## src/hdl/nbls_pkg.sv

```systemverilog
// Shared constants, status codes and control structures of the node bucket LIFO scheduler.
// Used by every module of the block but nbls_ram; depends on nothing else.
`timescale 1ns / 1ps

package nbls_pkg;

  localparam int NODES          = 256;
  localparam int BUCKET_DEPTH   = 64;
  localparam int WALKER_ID_BITS = 12;

  localparam int NODE_BITS = $clog2(NODES);
  localparam int FILL_W    = $clog2(BUCKET_DEPTH + 1);
  localparam int IDX_W     = $clog2(BUCKET_DEPTH);
  localparam int DEPTH_W   = $clog2(NODES + 1);
  localparam int WID_W     = (WALKER_ID_BITS < 12) ? WALKER_ID_BITS : 12;
  localparam int BKT_AW    = NODE_BITS + IDX_W;
  localparam int BKT_DEPTH = NODES * (1 << IDX_W);

  localparam int CFG_W       = 9;
  localparam int CMP_W       = 13;
  localparam int NODE_W      = 12;
  localparam int WALKER_W    = 12;
  localparam int PNODE_W     = 8;
  localparam int ALIVE_W     = 15;
  localparam int STATUS_W    = 2;
  localparam int IN_TDATA_W  = 32;
  localparam int OUT_TDATA_W = 40;

  localparam logic [CFG_W-1:0]   CFG_RESET = CFG_W'(256);
  localparam logic [ALIVE_W-1:0] ALIVE_MAX = {ALIVE_W{1'b1}};

  typedef enum logic [STATUS_W-1:0] {
    ST_WALKER   = 2'd0,
    ST_INS_OK   = 2'd1,
    ST_INS_DROP = 2'd2,
    ST_NONE     = 2'd3
  } status_t;

  typedef struct packed {
    logic cap;
    logic ins_do;
    logic emit_empty;
    logic pop_node;
    logic pop_fill;
    logic emit_walker;
  } nbls_cmd_t;

  typedef struct packed {
    logic in_pop;
    logic depth_zero;
    logic fill_zero;
    logic out_free;
    logic last_walker;
  } nbls_sts_t;

endpackage

```

## src/hdl/nbls_ctrl.sv

```systemverilog
// Sequencing state machine of the node bucket LIFO scheduler.
// Depends on nbls_pkg for the command and status structures.
`timescale 1ns / 1ps

module nbls_ctrl (
  input  logic              clk,
  input  logic              rst_n,
  input  logic              in_tvalid,
  output logic              in_tready,
  input  nbls_pkg::nbls_sts_t sts,
  output nbls_pkg::nbls_cmd_t cmd
);

  typedef enum logic [2:0] {
    S_IDLE,
    S_INS,
    S_EMPTY,
    S_POP1,
    S_POP2,
    S_STREAM
  } state_t;

  state_t state_r, state_nxt;
  logic   ready_r;

  always_comb begin
    cmd       = '0;
    state_nxt = state_r;
    unique case (state_r)
      S_IDLE: begin
        if (in_tvalid && ready_r) begin
          cmd.cap = 1'b1;
          if (!sts.in_pop) begin
            state_nxt = S_INS;
          end else if (sts.depth_zero) begin
            state_nxt = S_EMPTY;
          end else begin
            state_nxt = S_POP1;
          end
        end
      end
      S_INS: begin
        if (sts.out_free) begin
          cmd.ins_do = 1'b1;
          state_nxt  = S_IDLE;
        end
      end
      S_EMPTY: begin
        if (sts.out_free) begin
          cmd.emit_empty = 1'b1;
          state_nxt      = S_IDLE;
        end
      end
      S_POP1: begin
        cmd.pop_node = 1'b1;
        state_nxt    = S_POP2;
      end
      S_POP2: begin
        cmd.pop_fill = 1'b1;
        state_nxt    = sts.fill_zero ? S_EMPTY : S_STREAM;
      end
      S_STREAM: begin
        if (sts.out_free) begin
          cmd.emit_walker = 1'b1;
          if (sts.last_walker) begin
            state_nxt = S_IDLE;
          end
        end
      end
      default: begin
        state_nxt = S_IDLE;
      end
    endcase
  end

  always_ff @(posedge clk) begin
    if (!rst_n) begin
      state_r <= S_IDLE;
      ready_r <= 1'b1;
    end else begin
      state_r <= state_nxt;
      ready_r <= (state_nxt == S_IDLE);
    end
  end

  assign in_tready = ready_r;

endmodule

```

## config.mk

```make
export PLATFORM = sky130hd
export DESIGN_NAME = nbls_ctrl
export DESIGN_NICKNAME = d
export VERILOG_FILES = /design/src/hdl/nbls_pkg.sv /design/src/hdl/nbls_ctrl.sv
export SDC_FILE = /design/constraint.sdc
export NUM_CORES = 1
export LEC_CHECK = 0
export BUFFER_PORTS_ARGS = -buffer_cell sky130_fd_sc_hd__buf_4
export CORE_AREA = 4 4 41 43
export CTS_CLUSTER_SIZE = 25
export DETAILED_ROUTE_END_ITERATION = 6
export DIE_AREA = 0 0 45 47
export SYNTH_ARGS = -nofsm -noshare
export SYNTH_HDL_FRONTEND = slang
export SYNTH_SLANG_ARGS = --single-unit
export TNS_END_PERCENT = 50
```

## constraint.sdc

```tcl
create_clock -name clk -period 1.1 [get_ports clk]
set_input_delay 0.165 -clock clk [delete_from_list [all_inputs] [get_ports clk]]
set_output_delay 0.165 -clock clk [all_outputs]
set_load 0.02 [all_outputs]
```

; Word-level counts from Yosys, hierarchy flattened
; Index checks and enable logic that the tools add are counted.
[classes]
reduce_logical = 4
eq_ne = 5
n_mux = 16
[op_table]
columns = cell, count
row1 = $mux W3, 6
row2 = $pmux W3 S5, 1
row3 = $mux W1, 9
row4 = $eq A3 B2 Y1 const B, 2
row5 = $eq A3 B3 Y1 const B, 2
row6 = $logic_not A3 Y1, 2
row7 = $eq A3 B1 Y1 const B, 1
row8 = $reduce_or A2 Y1, 1
row9 = $logic_and A1 B1 Y1, 1
[word_totals]
in_bits = 8
out_inout_bits = 7
ff_bits = 4

; Logic depth before layout (Yosys ltp)
[logic_depth]
depth_word = 5
mapped_depth = 5
depth_no_buf = 4

; Worst setup path before layout
; OpenSTA, ideal clock, no wires.
[synth_path]
path_type = flip-flop to flip-flop
start = reg state_r[0]
end = reg ready_r, in the netlist in_tready
n_path_buf = 1
t_arrival_ns = 1.111
synth_period_minus_slack_ns = 1.184
path_slack_ns = -0.084
setup_time_ns = 0.073
path_stages_with_launch = 6
t_required_ns = 1.027
cell_sequence = dfxtp_1 buf_4 nor2_2 and4b_4 a32o_2 nor3_2
[synth_between]
elab_chain_cells = 4
elab_cells_between_ends = 13
classes_between = eq/ne: 5 / mux: 5 / reduce/logical: 3
[synth_rtl]
columns = element, line_no
row1 = "start, declared", nbls_ctrl.sv:23  ; state_t state_r, state_nxt;
row2 = "start signal, assigned", nbls_ctrl.sv:81  ; state_r <= state_nxt;
row3 = $eq A3 B2 Y1 (tied with other cells), nbls_ctrl.sv:29  ; unique case (state_r)
row4 = $reduce_or A2 Y1 (no source line) / $mux W3 (equally long branches), n/a
row5 = $pmux W3 S5 (*), nbls_ctrl.sv:29
row6 = $logic_not A3 Y1 (*), nbls_ctrl.sv:82  ; ready_r <= (state_nxt == S_IDLE);
row7 = "end signal, assigned", nbls_ctrl.sv:82
row8 = "end, declared", nbls_ctrl.sv:24  ; logic ready_r;
; Mark *: on every way between the ends. The rest lies on a longest branch, timed or not.
; A chain may end at the register's enable or synchronous reset.

==> reports/summary.txt <==
PD cells = 1090 nW/um^2
critical path type = reg -> out
Placed Cells = 63
fin crit share = 115%
Leakage = 0.238 nW
Highest Clock Rate = 792 MHz
Ports = 15
combinational share of power = 34.8%
gpl congestion = 0.758
final worst setup slack = -0.162 ns
CTS tree = yes
drt total wl = 825 um
post-synthesis compound-gate area fraction = 14.7%
antenna viol nets, final = 0
data arrival time of the worst path = 1.10 ns
drt first pass iters = 1
mean post-synth cell area = 8.00 um^2
via count = 327
worst slack at placement = -0.0596 ns
drt initial violations = 0
post-layout min period = 1.26 ns
worst hold margin = 0.233 ns
cell breakdown of the critical path = nand2_1 > or2_1 > inv_1 > buf_6
drt via density = 4.67
syn nets = 41
IO buf count = 14
post-synthesis xor/xnor area fraction = 0%
synthesized area = 264 um^2
Syn Inst Count = 33
leading cell type in the layout, fill and taps excluded = buf_4
antenna violations before repair = 0
Clk pwr share = 32.7%
CP peak stage delay = 0.37 ns
Sink Count = 4
Synth Area in Simple Gates = 49.3%
largest net degree at the start of global routing = 9
status = complete, but fails checks
RSZ-0062 raised after global routing = true
Rel. slew slack = 81.2%
DRC Markers = 0
Initial Utilization = 20.3%
Final Hold Vio Count = 0
slew of the pin with the lowest slew margin = 0.281 ns
slowest CP cell = dfxtp_4
multi-input logic area = 190 um^2
Worst Hold Class = in -> reg
Final Util = 38.7%
Core Box Area = 1300 um^2
Max IR drop VDD = 0.565 mV
FF/Latch Area = 91.3 um^2
sw frac = 28.9%
most frequent cells in the layout = buf_4, buf_6, clkbuf_4, dfxtp_4
routed length per instance = 11.8 um
Total Routing Usage GR = 9.32%
grt total ovfl = 0
post-route insts no fill = 70
multiplexer area fraction after synthesis = 0%
flops & latches, synth = 4
Die Y = 47 um
crit path capture type = primary output
adder-cell area share of the yosys netlist = 0%
largest family of logic cells by synthesized area = simple AND/OR/NAND/NOR gates
post-synthesis sequential area ratio = 30.3%
clk_lat worst skew = 0.23 ns
# fillers = 146
Synth Warn # = 0
vias in the first global route = 312
Power Internal = 0.000391 W
count of different cell masters after synthesis = 21
violated checks = setup timing
row count = 13
Required @ worst endpoint = 0.94 ns
final setup fails = 9
Reg clk slew, reported paths = 0.04 ns
setup TNS = -0.993 ns
NetSw = 0.000159 W
Critical Path Start Type = register
die area = 2120 um^2
final setup skew = 0.00325 ns
Clock H-tree levels = 1
CTS root buffer = clkbuf_4
first-pass GRT wire length = 1270 um
# Max-Cap Violations = 0
Seq pwr share = 32.5%
NumNets Final = 65
fraction of layout cells with a size suffix above 1 = 67.3%
Layout area overhead = 90.5%
total CTS buffers = 3
clk buf depth = 2
max-slew violations = 0
antenna diode count = 0
die width = 45 um
CP max FO = 4
-- registers in the layout, indices dropped and copies added, names as in the netlist --
register	cells
state_r	3
in_tready	1
-- layout make-up --
cell class	count	share of cell area, %
timing repair buffer	20	34.3
sequential	4	18.2
tap	15	3.73
clock buffer	3	4.48
inverter	2	1.49
multi-input combinational	26	37.8
-- logic make-up after synthesis --
family	after synthesis
and+or+nand+nor	22
AOI/OAI and AO/OA	4
DFF	4
buffers and inverters	3
-- metrics by stage --
step / instance area [um^2] / total power (W)
CTS: 474 / 0.000538
finish: 503 / 0.000550
detailed placement: 395 / 0.000331
floorplan: 268 / 0.000265
global placement: 395 / 0.000331
global route: 503 / 0.000588
-- Yosys cell counts --
cell      number  area (um^2)
nand3_1        3         15.0
dfxtp_1        4         80.1
a21oi_1        1         5.00
nand2b_1       2         12.5
inv_1          2         7.51
nand2_1        4         15.0
nor3_2         1         10.0
and4b_4        1         13.8
or2_1          1         6.26
nor2b_1        1         6.26
nor2_2         1         6.26
nor2_1         3         11.3
and3_2         1         7.51
nor3_1         1         5.00
nand4_1        1         6.26
or2b_1         1         7.51
a21o_1         1         7.51
buf_4          1         7.51
a32o_2         1         11.3
nor3b_1        1         7.51
a311oi_2       1         15.0
-- final timing paths --
path                          from                     to  slack, ns  depth (start not counted)
min reg2reg  state_r[1]$_SDFF_PN0_  state_r[0]$_SDFF_PN0_       0.46                          1
max          state_r[0]$_SDFF_PN0_                 cmd[2]      -0.16                          4
min                          rst_n  state_r[1]$_SDFF_PN0_       0.23                          2
max reg2reg  state_r[0]$_SDFF_PN0_   in_tready$_SDFF_PN1_      -0.10                          6
-- critical path, delay by kind of cell (launching register included) --
kind                   cells  cell delay [ns]
and+or+nand+nor            2             0.29
buffers and inverters      2             0.19
DFF                        1             0.37
-- repair_timing --
item | in CTS | in global routing
buffers inserted | 2 | 2
hold buffers | 0 | 0
pin swaps | 4 | 3
cloned | 0 | 0
setup endpoints to repair | 7 | 10
resized for setup | 14 | 4
-- power groups by stage --
stage	clock network [W]	registers (W)	logic [W]
global placement	0	0.000183	0.000148
CTS	0.000185	0.000179	0.000174
global route	0.000202	0.000180	0.000206
finish	0.000180	0.000179	0.000191
detailed placement	0	0.000181	0.000149
floorplan	0	0.000182	0.0000837
-- metal layers --
layer | wire length, um | global-route usage (%) | vias up
met5 | 0 | 0 | -
met4 | 24 | 8.77 | 0
met3 | 65 | 3.83 | 4
met2 | 419 | 15.0 | 11
met1 | 316 | 9.09 | 148
li1 | - | - | 164
(Power assumes the default switching activity.)
